===== config.mk =====
export PLATFORM = sky130hd
export DESIGN_NAME = sgs_queue
export DESIGN_NICKNAME = d
export VERILOG_FILES = /design/src/sv/sgs_pkg.sv /design/src/sv/sgs_queue.sv
export SDC_FILE = /design/constraint.sdc
export NUM_CORES = 1
export LEC_CHECK = 0
export ABC_AREA = 1
export ABC_CLOCK_PERIOD_IN_PS = 17980
export BUFFER_PORTS_ARGS = -buffer_cell sky130_fd_sc_hd__buf_2
export CAP_MARGIN = 20
export CORE_MARGIN = 3
export CORE_UTILIZATION = 35
export DETAILED_ROUTE_END_ITERATION = 10
export PLACE_DENSITY = 0.57
export SLEW_MARGIN = 0
export SYNTH_ARGS = -nofsm -noshare
export SYNTH_HDL_FRONTEND = slang
export SYNTH_SLANG_ARGS = --single-unit

===== constraint.sdc =====
create_clock -name i_clk -period 17.98 [get_ports i_clk]
set_input_delay 1.798 -clock i_clk [delete_from_list [all_inputs] [get_ports i_clk]]
set_output_delay 1.798 -clock i_clk [all_outputs]
set_load 0.05 [all_outputs]

===== src/sv/sgs_pkg.sv =====
// Shared types, constants and arithmetic helpers for the spline grid gradient scatter.
package sgs_pkg;

    localparam int MAX_DIMS     = 3;
    localparam int MAX_ORDER    = 3;
    localparam int MAX_CHANNELS = 4;
    localparam int POS_W        = 18;
    localparam int GRAD_W       = 16;
    localparam int IDX_W        = 16;
    localparam int VAL_W        = 24;
    localparam int KERN_W       = 30;
    localparam int SETUP_W      = 20;
    localparam int QUEUE_DEPTH  = 2;

    localparam logic [2:0] REG_NUM_DIMS     = 3'd0;
    localparam logic [2:0] REG_NUM_CHANNELS = 3'd1;
    localparam logic [2:0] REG_DIM0_SETUP   = 3'd2;
    localparam logic [2:0] REG_DIM1_SETUP   = 3'd3;
    localparam logic [2:0] REG_DIM2_SETUP   = 3'd4;

    localparam logic [SETUP_W-1:0] SETUP_RESET = 20'h30004;
    localparam logic [28:0]        E_INV30     = 29'd395007542;
    localparam logic signed [47:0] KLIM        = 48'sd68719476736;
    localparam logic signed [63:0] VMAX        = 64'sd8388607;
    localparam logic signed [63:0] VMIN        = -64'sd8388608;

    typedef struct packed {
        logic [1:0]                       nd;
        logic [2:0]                       nc;
        logic [MAX_DIMS-1:0][SETUP_W-1:0] setup;
    } t_cfg;

    typedef struct packed {
        logic [MAX_DIMS-1:0][IDX_W-1:0]      base;
        logic [MAX_DIMS-1:0][15:0]           frac;
        logic [MAX_DIMS-1:0][1:0]            order;
        logic [MAX_DIMS-1:0][1:0]            deriv;
        logic [1:0]                          nd;
        logic [2:0]                          nc;
        logic [MAX_CHANNELS-1:0][GRAD_W-1:0] grad;
        logic                                oor;
    } t_point;

    typedef struct packed {
        logic signed [17:0] x;
        logic [1:0]         order;
        logic [1:0]         deriv;
    } t_kn_req;

    typedef struct packed {
        logic [MAX_DIMS-1:0][IDX_W-1:0]      idx;
        logic [MAX_CHANNELS-1:0][GRAD_W-1:0] grad;
        logic [2:0]                          nc;
        logic                                oor;
        logic                                last;
    } t_emit;

    typedef enum logic [3:0] {
        KN_IDLE, KN_SQ, KN_HORN, KN_EXPI, KN_NORM, KN_PROD, KN_SUM, KN_SCALE, KN_OUT
    } t_kn_state;

    typedef enum logic [1:0] {
        BK_IDLE, BK_KERN, BK_WAIT, BK_EMIT
    } t_bk_state;

    // floor(2^30 / k!)
    function automatic logic [30:0] exp_coef(input logic [3:0] k);
        logic [30:0] c;
        case (k)
            4'd0:    c = 31'd1073741824;
            4'd1:    c = 31'd1073741824;
            4'd2:    c = 31'd536870912;
            4'd3:    c = 31'd178956970;
            4'd4:    c = 31'd44739242;
            4'd5:    c = 31'd8947848;
            4'd6:    c = 31'd1491308;
            4'd7:    c = 31'd213044;
            4'd8:    c = 31'd26630;
            4'd9:    c = 31'd2958;
            default: c = 31'd0;
        endcase
        return c;
    endfunction

    // 1/sqrt(2*pi*(n+1)/12), Q.30
    function automatic logic [30:0] norm30(input logic [1:0] n);
        logic [30:0] c;
        case (n)
            2'd1:    c = 31'd1049265905;
            2'd2:    c = 31'd856722023;
            2'd3:    c = 31'd741943036;
            default: c = 31'd0;
        endcase
        return c;
    endfunction

    // arithmetic right shift, rounding half away from zero
    function automatic logic signed [63:0] rnd_sh(input logic signed [63:0] v, input int sh);
        logic [63:0] mag;
        mag = v[63] ? (64'd0 - 64'(v)) : 64'(v);
        mag = (mag + (64'd1 << (sh - 1))) >> sh;
        return v[63] ? $signed(64'd0 - mag) : $signed(mag);
    endfunction

endpackage


===== src/sv/sgs_queue.sv =====
// Short point queue between front and back end.
module sgs_queue (
    input  logic            i_clk,
    input  logic            i_rst_n,
    input  sgs_pkg::t_point i_pt,
    input  logic            i_valid,
    output logic            o_ready,
    output sgs_pkg::t_point o_pt,
    output logic            o_valid,
    input  logic            i_ready
);
    import sgs_pkg::*;

    localparam int AW = $clog2(QUEUE_DEPTH);

    t_point           r_mem [QUEUE_DEPTH];
    logic [AW-1:0]    r_wp;
    logic [AW-1:0]    r_rp;
    logic [AW:0]      r_cnt;
    logic             w_wr;
    logic             w_rd;

    assign o_ready = r_cnt != (AW+1)'(QUEUE_DEPTH);
    assign o_valid = r_cnt != '0;
    assign o_pt    = r_mem[r_rp];
    assign w_wr    = i_valid && o_ready;
    assign w_rd    = o_valid && i_ready;

    always_ff @(posedge i_clk) begin
        if (!i_rst_n) begin
            r_wp  <= '0;
            r_rp  <= '0;
            r_cnt <= '0;
        end else begin
            if (w_wr) begin
                r_wp <= (r_wp == AW'(QUEUE_DEPTH - 1)) ? '0 : r_wp + 1'b1;
            end
            if (w_rd) begin
                r_rp <= (r_rp == AW'(QUEUE_DEPTH - 1)) ? '0 : r_rp + 1'b1;
            end
            if (w_wr && !w_rd) begin
                r_cnt <= r_cnt + 1'b1;
            end else if (w_rd && !w_wr) begin
                r_cnt <= r_cnt - 1'b1;
            end
        end
    end

    always_ff @(posedge i_clk) begin
        if (w_wr) begin
            r_mem[r_wp] <= i_pt;
        end
    end

endmodule


# After elaboration in Yosys (flattened, before gate mapping)
# Memories as Yosys holds them, arrays and structs flattened. A register that Yosys moved wholly into a read port is not among the register bits.
# Index checks and enable logic that the tools add are counted.
[word_totals]
regBits = 4
ram_bits = 356
input_bits = 182
output_inout_bits = 180
mem_count = 1
[classes]
addsub = 4
n_eq_ne = 1
mux = 8
n_reduce_logical = 8
[mem_list]
columns = ["memory", "depth", "width", "rd", "rd_ports_with_merged_regs", "write_ports", "line_no", "source"]
rows = [
  ["r_mem", 2, 178, 1, 1, 1, "sgs_queue.sv:16", "t_point r_mem [QUEUE_DEPTH];"],
]
[ops]
columns = ["cell", "n"]
rows = [
  ["$mux 1", 6],
  ["$logic_and 1x1->1", 4],
  ["$mux 2", 2],
  ["$reduce_bool 2->1", 2],
  ["$add 1x1->1 const B", 2],
  ["$add 2x1->2 const B", 1],
  ["$logic_not 1->1", 2],
  ["$ne 2x2->1 const B", 1],
  ["$sub 2x1->2 const B", 1],
]

# Longest topological paths before layout
[depth]
depth_word = 6
depth_mapped = 11

# Worst setup path before layout
# Ideal clock, no wire load.
[synth_path]
path_type = "input port to flip-flop"
startpoint = "input i_valid"
endpoint = "memory r_mem[0][0] in the netlist's numbering (enable)"
setup_ps = 720
t_arrival_ps = 9299
required_time_ps = 17260
path_slack_ps = 7961
cell_stages = 2
n_path_buf = 0
cell_sequence = "nand2_1 nor2_1"
[synth_via]
elab_chain_len = 3
[synth_lines]
columns = ["element", "line_no", "source"]
rows = [
  ["start, declared", "sgs_queue.sv:6", "input logic i_valid,"],
  ["$logic_and 1x1->1", "sgs_queue.sv:26", "assign w_wr = i_valid && o_ready;"],
  ["$mux 1", "sgs_queue.sv:50", "if (w_wr) begin"],
  ["$mux 1 (not written as such)", "sgs_queue.sv:51", "r_mem[r_wp] <= i_pt;"],
  ["end, declared", "sgs_queue.sv:16", ""],
]
# No other way between the ends.

==> metrics.md <==
| Metric | Value |
|---|---|
| RSZ-0062 raised after global routing | no |
| Syn avg cell area | around 23 sq um |
| WP buf/inv | 2 |
| Switch share | 34.9% |
| Row count | 71 |
| Yosys top cell area share | 79.1% |
| Synth Cell Area | between 10000 and 15000 sq um |
| Worst Setup End Kind | output port |
| I/O pins | 362 |
| First-pass GRT wire length | 41.2 mm |
| Fin worst setup slack | 13210 ps |
| Largest cells by area after synthesis | edfxtp_1 79%, mux2_4 11%, mux2_2 6.4% |
| Pint | 1.84 mW |
| Setup_tns | 0 ps |
| Worst-path cell chain | buf_12, mux2_2, buf_2 |
| CTS buffer count | 40 |
| # fillers | ~3400 |
| Sequential power share | 39.1% |
| Kind of critical path | flip-flop to output port |
| Register area | 10800 sq um |
| CTS tree | done |
| Number of enable flip-flop cells after synthesis | 356 |
| Post-CTS Setup Bufs | 0 |
| Most Used Layer, Global Route | met2 |
| CP startpoint kind | flip-flop |
| Power density cells | between 150 and 200 nW/um^2 |
| Fin area | 17200 sq um |
| Worst path max stage delay | 840 ps |
| Tcrit/Tclk final | 26.5% |
| CTS resizes | 0 |
| Slew Viols, Final | 0 |
| Routed vias/inst | 4.42 |
| Die Wd | 202 um |
| Core area | roughly 38000 sq um |
| Initial Utilization | a little over a third |
| Worst Max-Slew Pin Slew | 1120 ps |
| GRT met3 Usage | 5.02% |
| Synthesized flop and latch total | approximately 360 |
| Primary FF master, synth | edfxtp_1 |
| Met1 Use GR | between 15 and 20% |
| Clock power share | between 20 and 30% |
| Final routed DRC violation total | 0 |
| Die H | 202 um |
| Area grow syn2layout | 27.3% |
| Grt ovf | 0 |
| Comb pwr share | 31.7% |
| Wirelength per Cell | 18.1 um |
| Initial DRC Count | 288 |
| Final wirelength | 27.7 mm |
| Antenna violations before repair | 8 |
| Layout cells sized above 1 | 59.8% |
| HPWL Detailed | 18.1 mm |
| GR Layer Usage met2 | 21.9% |
| Final setup viols | 0 |
| DR pass1 iterations | 4 |
| Syn. warnings | 0 |
| WHS | 501 ps |
| # H-tree levels | 2 |
| Die area | 41000 sq um |
| Yosys cell types | 15 |
| Via count | about 6800 |
| HP Class | flip-flop to flip-flop |
| Clock Pin Slew Worst Setup and Hold Paths | 60 ps |
| Final #Nets | 1164 |
| Synth Net Count | 774 |
| Clk_lat worst skew | roughly 540 ps |
| Synth area leader | edfxtp_1 |
| DP Worst Slack | 13430 ps |
| Fmax | 0.210 GHz |
| Global-route usage over all layers | a little over an eighth |
| Port Buf Inserts | 361 |
| Cell count after synthesis | 591 |
| CTS Buffer Depth | 3 |
| CP arrival | a little under 3000 ps |
| Count leader, synth | edfxtp_1 |
| Outcome | complete, no violations |
| Number of clock sinks | between 300 and 400 |
| Async set-reset flop share out of synthesis | 0% |
| Hold_buf cts | 0 |
| Pleak | 6.57 nW |
| Via count of the first global-routing pass | around 7000 |
| Root Driver | clkbuf_16 |
| Final min period | 4770 ps |
| Final Hold Fails | 0 |
| CP delay by family, top | flip-flops |
| WP data required | 16180 ps |
| Multi-input gate area | 2510 sq um |
| DRT antenna net count | 0 |
| Placer Congestion | 0.704 |
| Commonest cells post-synth | 356 x edfxtp_1, 101 x mux2_4, 77 x mux2_2, 15 x buf_6, 9 x nand2_1 |
| Fin util | 45.4% |
| Post-Layout Cell Count | 1528 |
| Net Sw Power | 0.984 mW |
| Register area share after synthesis | about 80% |
| Final Power | 2.82 mW |
| Clock Skews | 10.6 ps |
| Pin count of the biggest net entering global routing | approximately 130 |
| Max-slew headroom | between 20% and 30% |
| Dpl cells | 1450 |
| Crit Path Max Fanout | 126 |
| Worst vdd ir | approximately 0.097 mV |
| CP max-delay cell | dfxtp_4 |
| Placed Area | approximately 16000 sq um |
| Maxcap violations | 0 |
## cells in the final DEF (no fill, tap or decap)
| cell | count |
|---|---|
| mux2_2 | 77 |
| clkbuf_8 | 2 |
| o21a_1 | 1 |
| mux2_4 | 101 |
| ha_1 | 1 |
| buf_2 | 361 |
| diode_2 | 6 |
| inv_1 | 8 |
| edfxtp_1 | 356 |
| dfxtp_1 | 4 |
| nor2_1 | 6 |
| nand2_1 | 9 |
| nand4_1 | 1 |
| clkinvlp_4 | 2 |
| clkinv_1 | 7 |
| nand3_1 | 1 |
| clkinv_2 | 4 |
| nor2_4 | 2 |
| buf_4 | 6 |
| clkbuf_1 | 9 |
| bufinv_16 | 6 |
| clkinv_4 | 1 |
| clkbuf_16 | 41 |
| a21oi_1 | 1 |
| o21ai_0 | 2 |
| buf_12 | 1 |
| dfxtp_4 | 1 |
## layout make-up
cell class,instances,share of cell area (%)
clock buffer,52,6.32
sequential,361,62.8
antenna,6,0.0873
clock inverter,20,1.46
timing repair buffer,368,10.9
tap,511,3.72
multi-input combinational,202,14.6
inverter,8,0.175
## tightest hold or removal path, stage by stage, from the launching register on
cell and delay [ps]:
dfxtp_1 320, nor2_1 60, nor2_1 80
## layer usage
layer  vias to the layer above  wire length [um]
li1                       3136                 -
met1                      3321             10900
met2                       229             13600
met3                        61              2360
met4                         4               838
met5                         -                27
## final timing paths
check | start | to | slack (ps) | cells after the start
max reg2reg | r_cnt[0] | r_mem[0][150] | 14870 | 6
max | flip-flop | o_pt[165] | 13210 | 3
min reg2reg | r_rp | r_rp | 500 | 2
min | r_rp | r_rp | 500 | 2
## cells by family (layout without fill, tap and decap cells)
family	count (synthesis)	in the layout	synth area share [%]
fa+ha+maj	1	1	0.0926
flops	361	361	79.9
simple gates	19	19	0.556
compound gates	4	4	0.167
other cells	0	6	0
buf+inv	28	448	1.66
mux	178	178	17.6
## power groups by stage
stage,clock network (mW),registers (mW),logic [mW]
2_1_floorplan,0,1.14,0.732
3_3_place_gp,0,1.12,0.907
3_5_place_dp,0,1.12,0.908
4_1_cts,0.856,1.10,0.910
5_1_grt,0.884,1.11,0.937
6_report,0.824,1.10,0.895
## flip-flops by register name, indices dropped and copies added, names as in the netlist, named ones only
signal  flops
r_cnt       2
r_mem     356
r_rp        1
r_wp        1
(Power assumes the default switching activity.)
