### src/sv/sgs_pkg.sv
// Shared types, constants and arithmetic helpers for the spline grid gradient scatter.
package sgs_pkg;

    localparam int MAX_DIMS     = 3;
    localparam int MAX_ORDER    = 3;
    localparam int MAX_CHANNELS = 4;
    localparam int POS_W        = 18;
    localparam int GRAD_W       = 16;
    localparam int IDX_W        = 16;
    localparam int VAL_W        = 24;
    localparam int KERN_W       = 30;
    localparam int SETUP_W      = 20;
    localparam int QUEUE_DEPTH  = 2;

    localparam logic [2:0] REG_NUM_DIMS     = 3'd0;
    localparam logic [2:0] REG_NUM_CHANNELS = 3'd1;
    localparam logic [2:0] REG_DIM0_SETUP   = 3'd2;
    localparam logic [2:0] REG_DIM1_SETUP   = 3'd3;
    localparam logic [2:0] REG_DIM2_SETUP   = 3'd4;

    localparam logic [SETUP_W-1:0] SETUP_RESET = 20'h30004;
    localparam logic [28:0]        E_INV30     = 29'd395007542;
    localparam logic signed [47:0] KLIM        = 48'sd68719476736;
    localparam logic signed [63:0] VMAX        = 64'sd8388607;
    localparam logic signed [63:0] VMIN        = -64'sd8388608;

    typedef struct packed {
        logic [1:0]                       nd;
        logic [2:0]                       nc;
        logic [MAX_DIMS-1:0][SETUP_W-1:0] setup;
    } t_cfg;

    typedef struct packed {
        logic [MAX_DIMS-1:0][IDX_W-1:0]      base;
        logic [MAX_DIMS-1:0][15:0]           frac;
        logic [MAX_DIMS-1:0][1:0]            order;
        logic [MAX_DIMS-1:0][1:0]            deriv;
        logic [1:0]                          nd;
        logic [2:0]                          nc;
        logic [MAX_CHANNELS-1:0][GRAD_W-1:0] grad;
        logic                                oor;
    } t_point;

    typedef struct packed {
        logic signed [17:0] x;
        logic [1:0]         order;
        logic [1:0]         deriv;
    } t_kn_req;

    typedef struct packed {
        logic [MAX_DIMS-1:0][IDX_W-1:0]      idx;
        logic [MAX_CHANNELS-1:0][GRAD_W-1:0] grad;
        logic [2:0]                          nc;
        logic                                oor;
        logic                                last;
    } t_emit;

    typedef enum logic [3:0] {
        KN_IDLE, KN_SQ, KN_HORN, KN_EXPI, KN_NORM, KN_PROD, KN_SUM, KN_SCALE, KN_OUT
    } t_kn_state;

    typedef enum logic [1:0] {
        BK_IDLE, BK_KERN, BK_WAIT, BK_EMIT
    } t_bk_state;

    // floor(2^30 / k!)
    function automatic logic [30:0] exp_coef(input logic [3:0] k);
        logic [30:0] c;
        case (k)
            4'd0:    c = 31'd1073741824;
            4'd1:    c = 31'd1073741824;
            4'd2:    c = 31'd536870912;
            4'd3:    c = 31'd178956970;
            4'd4:    c = 31'd44739242;
            4'd5:    c = 31'd8947848;
            4'd6:    c = 31'd1491308;
            4'd7:    c = 31'd213044;
            4'd8:    c = 31'd26630;
            4'd9:    c = 31'd2958;
            default: c = 31'd0;
        endcase
        return c;
    endfunction

    // 1/sqrt(2*pi*(n+1)/12), Q.30
    function automatic logic [30:0] norm30(input logic [1:0] n);
        logic [30:0] c;
        case (n)
            2'd1:    c = 31'd1049265905;
            2'd2:    c = 31'd856722023;
            2'd3:    c = 31'd741943036;
            default: c = 31'd0;
        endcase
        return c;
    endfunction

    // arithmetic right shift, rounding half away from zero
    function automatic logic signed [63:0] rnd_sh(input logic signed [63:0] v, input int sh);
        logic [63:0] mag;
        mag = v[63] ? (64'd0 - 64'(v)) : 64'(v);
        mag = (mag + (64'd1 << (sh - 1))) >> sh;
        return v[63] ? $signed(64'd0 - mag) : $signed(mag);
    endfunction

endpackage

### src/sv/sgs_if.sv
// Point input and neighbor output channel interfaces.
interface sgs_in_if;
    logic               valid;
    logic               ready;
    logic signed [17:0] pos_0;
    logic signed [17:0] pos_1;
    logic signed [17:0] pos_2;
    logic signed [15:0] grad_0;
    logic signed [15:0] grad_1;
    logic signed [15:0] grad_2;
    logic signed [15:0] grad_3;

    modport source (output valid, pos_0, pos_1, pos_2, grad_0, grad_1, grad_2, grad_3,
                    input ready);
    modport sink (input valid, pos_0, pos_1, pos_2, grad_0, grad_1, grad_2, grad_3,
                  output ready);
endinterface


### src/sv/sgs_front.sv
// Front end: accepts a point, finds base index, fraction and range per dimension.
module sgs_front (
    input  logic            i_clk,
    input  logic            i_rst_n,
    sgs_in_if.sink          i_pt,
    input  sgs_pkg::t_cfg   i_cfg,
    output sgs_pkg::t_point o_pt,
    output logic            o_valid,
    input  logic            i_ready
);
    import sgs_pkg::*;

    logic   r_v;
    t_point r_pt;
    t_point n_pt;
    logic   w_acc;

    assign i_pt.ready = !r_v || i_ready;
    assign w_acc      = i_pt.valid && i_pt.ready;
    assign o_valid    = r_v;
    assign o_pt       = r_pt;

    always_comb begin
        logic [MAX_DIMS-1:0][POS_W-1:0] pos;
        logic [15:0] size;
        logic [15:0] span;
        logic [31:0] prod;
        logic [1:0]  nd;
        n_pt = '0;
        pos[0] = i_pt.pos_0;
        pos[1] = i_pt.pos_1;
        pos[2] = i_pt.pos_2;
        nd = (i_cfg.nd == 2'd0) ? 2'd1 : i_cfg.nd;
        n_pt.nd = nd;
        if (i_cfg.nc == 3'd0) begin
            n_pt.nc = 3'd1;
        end else if (i_cfg.nc > 3'(MAX_CHANNELS)) begin
            n_pt.nc = 3'(MAX_CHANNELS);
        end else begin
            n_pt.nc = i_cfg.nc;
        end
        n_pt.grad[0] = i_pt.grad_0;
        n_pt.grad[1] = i_pt.grad_1;
        n_pt.grad[2] = i_pt.grad_2;
        n_pt.grad[3] = i_pt.grad_3;
        for (int d = 0; d < MAX_DIMS; d++) begin
            size = i_cfg.setup[d][15:0];
            span = (size >= 16'd3) ? size - 16'd3 : 16'd0;
            prod = pos[d][15:0] * span;
            n_pt.order[d] = (i_cfg.setup[d][17:16] == 2'd0) ? 2'd1 : i_cfg.setup[d][17:16];
            n_pt.deriv[d] = i_cfg.setup[d][19:18];
            if (d < int'(nd)) begin
                if (pos[d][17:16] != 2'b00) begin
                    n_pt.oor = 1'b1;
                end else begin
                    n_pt.base[d] = prod[31:16];
                    n_pt.frac[d] = prod[15:0];
                end
            end
        end
    end

    always_ff @(posedge i_clk) begin
        if (!i_rst_n) begin
            r_v <= 1'b0;
        end else if (w_acc) begin
            r_v <= 1'b1;
        end else if (i_ready) begin
            r_v <= 1'b0;
        end
    end

    always_ff @(posedge i_clk) begin
        if (w_acc) begin
            r_pt <= n_pt;
        end
    end

endmodule

### src/flat_wrapper.sv
// flat-port wrapper written by rule: the top's interface ports become plain ports
module sgs_front_flat import sgs_pkg::*;
  (i_clk, i_rst_n, i_cfg, o_pt, o_valid, i_ready, i_pt_valid, i_pt_pos_0, i_pt_pos_1, i_pt_pos_2, i_pt_grad_0, i_pt_grad_1, i_pt_grad_2, i_pt_grad_3, i_pt_ready);
  sgs_in_if i_pt_i ();
  input  logic i_clk;
  input  logic i_rst_n;
  input  sgs_pkg::t_cfg i_cfg;
  output sgs_pkg::t_point o_pt;
  output logic o_valid;
  input  logic i_ready;
  input wire logic [$bits(i_pt_i.valid)-1:0] i_pt_valid;
  input wire logic [$bits(i_pt_i.pos_0)-1:0] i_pt_pos_0;
  input wire logic [$bits(i_pt_i.pos_1)-1:0] i_pt_pos_1;
  input wire logic [$bits(i_pt_i.pos_2)-1:0] i_pt_pos_2;
  input wire logic [$bits(i_pt_i.grad_0)-1:0] i_pt_grad_0;
  input wire logic [$bits(i_pt_i.grad_1)-1:0] i_pt_grad_1;
  input wire logic [$bits(i_pt_i.grad_2)-1:0] i_pt_grad_2;
  input wire logic [$bits(i_pt_i.grad_3)-1:0] i_pt_grad_3;
  output wire logic [$bits(i_pt_i.ready)-1:0] i_pt_ready;
  assign i_pt_i.valid = i_pt_valid;
  assign i_pt_i.pos_0 = i_pt_pos_0;
  assign i_pt_i.pos_1 = i_pt_pos_1;
  assign i_pt_i.pos_2 = i_pt_pos_2;
  assign i_pt_i.grad_0 = i_pt_grad_0;
  assign i_pt_i.grad_1 = i_pt_grad_1;
  assign i_pt_i.grad_2 = i_pt_grad_2;
  assign i_pt_i.grad_3 = i_pt_grad_3;
  assign i_pt_ready = i_pt_i.ready;
  sgs_front u_core (.i_clk(i_clk), .i_rst_n(i_rst_n), .i_pt(i_pt_i), .i_cfg(i_cfg), .o_pt(o_pt), .o_valid(o_valid), .i_ready(i_ready));
endmodule
### config.mk
export PLATFORM = sky130hd
export DESIGN_NAME = sgs_front_flat
export DESIGN_NICKNAME = d
export VERILOG_FILES = /design/src/sv/sgs_pkg.sv /design/src/sv/sgs_if.sv /design/src/sv/sgs_front.sv /design/src/flat_wrapper.sv
export SDC_FILE = /design/constraint.sdc
export NUM_CORES = 2
export LEC_CHECK = 0
export ABC_AREA = 1
export BUFFER_PORTS_ARGS = -buffer_cell sky130_fd_sc_hd__buf_4
export CAP_MARGIN = 0
export CORE_MARGIN = 2
export CORE_UTILIZATION = 50
export DETAILED_ROUTE_END_ITERATION = 16
export GPL_ROUTABILITY_DRIVEN = 0
export PLACE_DENSITY = 0.7
export SYNTH_ARGS = -nofsm -noshare
export SYNTH_HDL_FRONTEND = slang
export SYNTH_SLANG_ARGS = --single-unit
### constraint.sdc
create_clock -name i_clk -period 15.7 [get_ports i_clk]
set_input_delay 0.785 -clock i_clk [delete_from_list [all_inputs] [get_ports i_clk]]
set_output_delay 0.785 -clock i_clk [all_outputs]
set_load 0.1 [all_outputs]
After elaboration in Yosys (flattened, before gate mapping)
Cells that the tools add are included.
Operators by class
  add/subtract/negate cells: 3
  multipliers: 3
  div/mod/pow operators: 0
  order comparisons: 7
  equal/unequal tests: 0
  shift-type cells: 0
  mux-type cells: 13
  bitwise operators: 3
  reduce and logical (&&, ||, !) cells: 16
Operators by type and width (number)
  multiplier 16 x 16 -> 32 bit: 3
  greater-or-equal comparator 16 x 2 -> 1 bit (second input constant): 3
  2-to-1 mux 16 bit: 3
  subtractor 16 x 2 -> 16 bit (second input constant): 3
  zero test 2 bit: 4
  2-to-1 mux 1 bit: 8
  nonzero test 2 bit: 4
  OR reduction 2 bit: 4
  < comparator 1 x 2 -> 1 bit (first input constant): 2
  > comparator 3 bit (second input constant): 1
  zero test 3 bit: 1
  2-to-1 mux 3 bit: 1
  NOT 1 bit: 3
  < comparator 2 bit (first input constant): 1
  2-to-1 mux 2 bit: 1
  logical AND 1 bit: 1
  zero test 1 bit: 1
  logical OR 1 bit: 1
Storage, ports and cells
  register bits after elaboration: 179
  latch bits: 0
  bits in writable memories: 0
  ROM bits: 0
  input port bits: 187
  output and inout port bits: 180
  word-level logic and storage cells: 66
  memories: 0

Longest topological paths before layout
  depth after elaboration: 8
  mapped depth: 35

Least setup slack after synthesis
No wires, ideal clock.
  kind: reg2reg
  from: reg u_core.r_v (netlist: u_core.o_valid)
  to: reg u_core.r_pt, in the netlist u_core.o_pt[0] (enable)
  library setup time: 773 ps
  arrival time: 9392 ps
  data required time: 14927 ps
  slack: 5535 ps
  cell stages (with the launch flop): 2
  cells stage by stage: dfxtp_1 a21oi_1
Between the ends
  word-level cells in the longest chain between the ends: 3
Ends and longest elaborated chain
  start, declared: line sgs_front.sv:13  | logic r_v;
  start signal, assigned: line sgs_front.sv:65  | r_v <= 1'b0;
  start signal, assigned: line sgs_front.sv:67  | r_v <= 1'b1;
  start signal, assigned: line sgs_front.sv:69  | r_v <= 1'b0;
  zero test 1 bit: line sgs_front.sv:18  | assign i_pt.ready = !r_v || i_ready;
  logical OR 1 bit: line sgs_front.sv:18
  logical AND 1 bit: line sgs_front.sv:19  | assign w_acc = i_pt.valid && i_pt.ready;
  named net u_core.w_acc: line sgs_front.sv:16  | logic w_acc;
  end signal, assigned: line sgs_front.sv:75  | r_pt <= n_pt;
  end, declared: line sgs_front.sv:14  | t_point r_pt;
The timed path passes the listed nets, and every way through them passes these cells.
A chain may end at the register's enable or synchronous reset.

Final worst setup path
  from: in i_cfg[0] in the netlist's numbering
  to: reg u_core.r_pt, in the netlist u_core.o_pt[145], data pin
Between the ends
  word-level cells in the longest chain between the ends: 3
  elaborated cells on any way between the ends: 4
  classes of those cells: add/sub (1); mul (1); order compare (1); mux (1)
Ends and longest elaborated chain
  start, declared: line flat_wrapper.sv:7  | input sgs_pkg::t_cfg i_cfg;
  subtractor 16 x 2 -> 16 bit / greater-or-equal comparator 16 x 2 -> 1 bit (equally long branches): line sgs_front.sv:48  | span = (size >= 16'd3) ? size - 16'd3 : 16'd0;
  2-to-1 mux 16 bit *: line sgs_front.sv:48
  multiplier 16 x 16 -> 32 bit *: line sgs_front.sv:49  | prod = pos[d][15:0] * span;
Every way passes the cells marked *; elsewhere a longest branch is shown, timed or not.

==> summary.md <==
| Metric | Value |
|---|---|
| Outcome | finished, final reports clean |
| Mapped cell area | approximately 0.034 sq mm |
| Worst Path Required | approximately 16000 ps |
| Worst hold path class | input port to flip-flop |
| Worst Hold Path EP | u_core.o_pt[59] |
| Crit path launch type | input port |
| Non-Filler Instances | about 5500 |
| DR WL/cell | around 18 um |
| Simple-Gate Fraction of Synth Area | roughly 22% |
| Syn Nets | roughly 5400 |
| Inserted Clock Buffers | 17 |
| First-pass GRT wire length | 155 mm |
| Post-Route WL | approximately 100 mm |
| Vias in the first global route | approximately 29000 |
| Detailed placement HPWL | slightly above 80 mm |
| Rows | 95 |
| Post-placement cell count | about 5500 |
| Cells after Synth | approximately 4300 |
| Sequential standard cell area | 0.00537 sq mm |
| Worst min-delay path startpoint | i_pt_grad_3[10] |
| Clk root buf | clkbuf_16 |
| Clock sinks | roughly 180 |
| Final Cycle Share | just under 50% |
| Worst EP arrival | around 8000 ps |
| Tot GR Track Use | roughly 28% |
| Largest net degree at the start of global routing | 164 |
| Via count | 28600 |
| Iteration-0 DRC count of the detailed router | ~2400 |
| Die ar. | just over 0.07 sq mm |
| Pre-antenna DRT Iters | 8 |
| Synth Area in Compound Gates | about 2.5% |
| Worst hold path depth | 1 |
| Mux contribution to synthesized area | 0% |
| Hold Vio Cnt, Final | 0 |
| Core area | 0.0674 sq mm |
| Syn. warnings | 0 |
| Post-Syn Area per Cell | just under 8 sq um |
| Crit path capture type | flip-flop |
| DRT antenna net count | 0 |
| R2r endpoint | u_core.o_pt[137] |
| Slew @ Worst Pin | ~1100 ps |
| Max-Cap Viols | 0 |
| Port-buffer cells | 366 |
| Bufs on Longest Clock Path | 2 |
| CP max FO | 25 |
| Die Span X | 266 um |
| Seq cells post-synth | approximately 180 |
| Slew headroom | approximately 25% |
| Fill cells | 6321 |
| DRC violations left | 0 |
| Fin nets | between 5000 and 6000 |
| Number of different library cells in the post-synthesis netlist | 40 |
| Min Tclk post-route | between 7000 and 8000 ps |
| Seq/Total Area, Yosys | about 16% |
| Share of layout cells above drive strength 1 | 10.1% |
| Area Growth Syn to Fin | 11.9% |
| Worst reg2reg path startpoint | u_core.o_valid |
| Fmax | 132 MHz |
| Starting Density | 50.8% |
| CTS tree | built |
| Die H | between 200 and 300 um |
| Post-synth EDFFs | 178 |
| Worst skew pair latency | 490 ps |
| Worst R2R Setup Slack | around 13000 ps |
| Area of the multi-input gates | roughly 0.024 sq mm |
| Xor and xnor area share after synthesis | less than 1% |
| Io pins | around 370 |
| Post-synth top flop | edfxtp_1 |
| Layout Skew | about 17 ps |
| Fraction of registers with async set/reset | 0% |
| Final setup vio count | 0 |
| Clock transition at path regs | ~90 ps |
| RSZ-0062 raised after global routing | false |
| Main combinational cell family by area after synthesis | adder cells |
| Initial antenna violation count | 2 |
| Synth Area in Adders | roughly 46% |
| Post-CTS Resized | 0 |
| Drt via density | 5.20 |
| # H-tree levels | 4 |
| Postcts setup bufs | 0 |
| Setup TNS | 0 ps |
| Post-CTS Hold Fix Bufs | 0 |
| Critical path class | input port to flip-flop |
| Remaining Overflow, GRT | 0 |
| Pins Over Slew Limit | 0 |
| Worst reg-to-reg path cell count | 2 |
worst max-delay path by stage:
stage / startpoint / end / slack (ps)
after floorplan: u_core.o_valid / u_core.o_pt[0] / 5530
after global placement: i_cfg[0] / u_core.o_pt[145] / 7890
after detailed placement: i_cfg[0] / u_core.o_pt[145] / 7710
after CTS: i_cfg[0] / u_core.o_pt[145] / 8240
after global routing: i_cfg[0] / u_core.o_pt[137] / 7670
final: i_cfg[0] / u_core.o_pt[145] / 8100
critical path: stages:
cell	delay [ps]
buf_4	90
ha_1	180
inv_1	60
nand2_1	100
nor2_1	80
nand2_1	690
nand3_1	490
inv_1	490
nand2_1	140
fa_1	550
inv_1	50
fa_1	490
inv_1	50
fa_1	540
inv_1	50
fa_1	500
fa_1	500
inv_1	50
fa_1	470
inv_1	40
ha_1	340
nand2_1	120
nor2_1	300
nand3_1	120
nand3_1	210
nand2_1	110
a21oi_1	150
nor2_1	60
state kept, by name, summed over array words and instances, names as in the netlist:
register	count
u_core.o_valid	1
u_core.o_pt	178
layout by cell type, fill, tap and decap left out, drive strengths merged, types with 2 or more instances in the layout:
cell	count
buf	370
o21ai	39
clkbuf	17
nand3	103
clkinv	18
nand4	56
nor2	630
xnor2	11
or2	12
fa	582
nor4	2
nor3	10
a21oi	100
o21bai	6
xor2	13
a21o	8
a21boi	3
nand2	1040
and2	3
ha	317
inv	1111
edfxtp	178
o21a	2
final cells by class:
| class | count | area share (%) |
|---|---|---|
| well taps | 873 | 2.85 |
| flip-flops and latches | 179 | 14.0 |
| diodes | 1 | 0.00654 |
| clock inverters | 15 | 0.530 |
| clock buffers | 17 | 1.11 |
| inverters | 1115 | 10.9 |
| repair buffers | 370 | 7.29 |
| multi-input cells | 2940 | 63.2 |
synth_stat cells (11+ instances only):
| master | number | area [sq um] |
|---|---|---|
| xnor2_1 | 11 | 96.3 |
| o21ai_0 | 39 | 195 |
| nand2_1 | 1025 | 3850 |
| nand3_2 | 14 | 140 |
| or2_2 | 12 | 75.1 |
| a21oi_1 | 100 | 500 |
| nand3_1 | 86 | 430 |
| edfxtp_1 | 178 | 5350 |
| inv_1 | 1097 | 4120 |
| xor2_1 | 13 | 114 |
| buf_2 | 24 | 120 |
| clkbuf_1 | 41 | 154 |
| fa_1 | 582 | 11700 |
| buf_1 | 17 | 63.8 |
| nand2_2 | 13 | 81.3 |
| nor2_1 | 621 | 2330 |
| ha_1 | 317 | 3970 |
| nand4_1 | 56 | 350 |
metal layers:
layer	GRT usage (%)	wire (um)	share of wire, %
met1	37.0	39300	40
met2	46.5	45200	46
met3	5.82	8620	8.9
met4	11.8	4040	4.2
met5	0	9	0.0093
stage by stage:
| stage | setup WS, ps | hold slack, ps | utilization, % | instance area, sq um |
|---|---|---|---|---|
| 2_1_floorplan | 5530 | 884 | - | 34200 |
| 3_3_place_gp | 7890 | 541 | 55.8 | 37600 |
| 3_5_place_dp | 7710 | 541 | 55.8 | 37600 |
| 4_1_cts | 8240 | 430 | 56.8 | 38300 |
| 5_1_grt | 7670 | 442 | 56.8 | 38300 |
| 6_report | 8100 | 466 | 56.8 | 38300 |
cell families after synthesis:
group | Yosys count
adder cells (fa/ha/maj) | 899
buffers and inverters | 1213
flip-flops | 179
AO/OA/AOI/OAI | 160
AND/OR/NAND/NOR | 1857
XOR/XNOR | 24
Power is not shown: default switching activity piles up to over one toggle a cycle in this logic, so the estimate is an artifact.
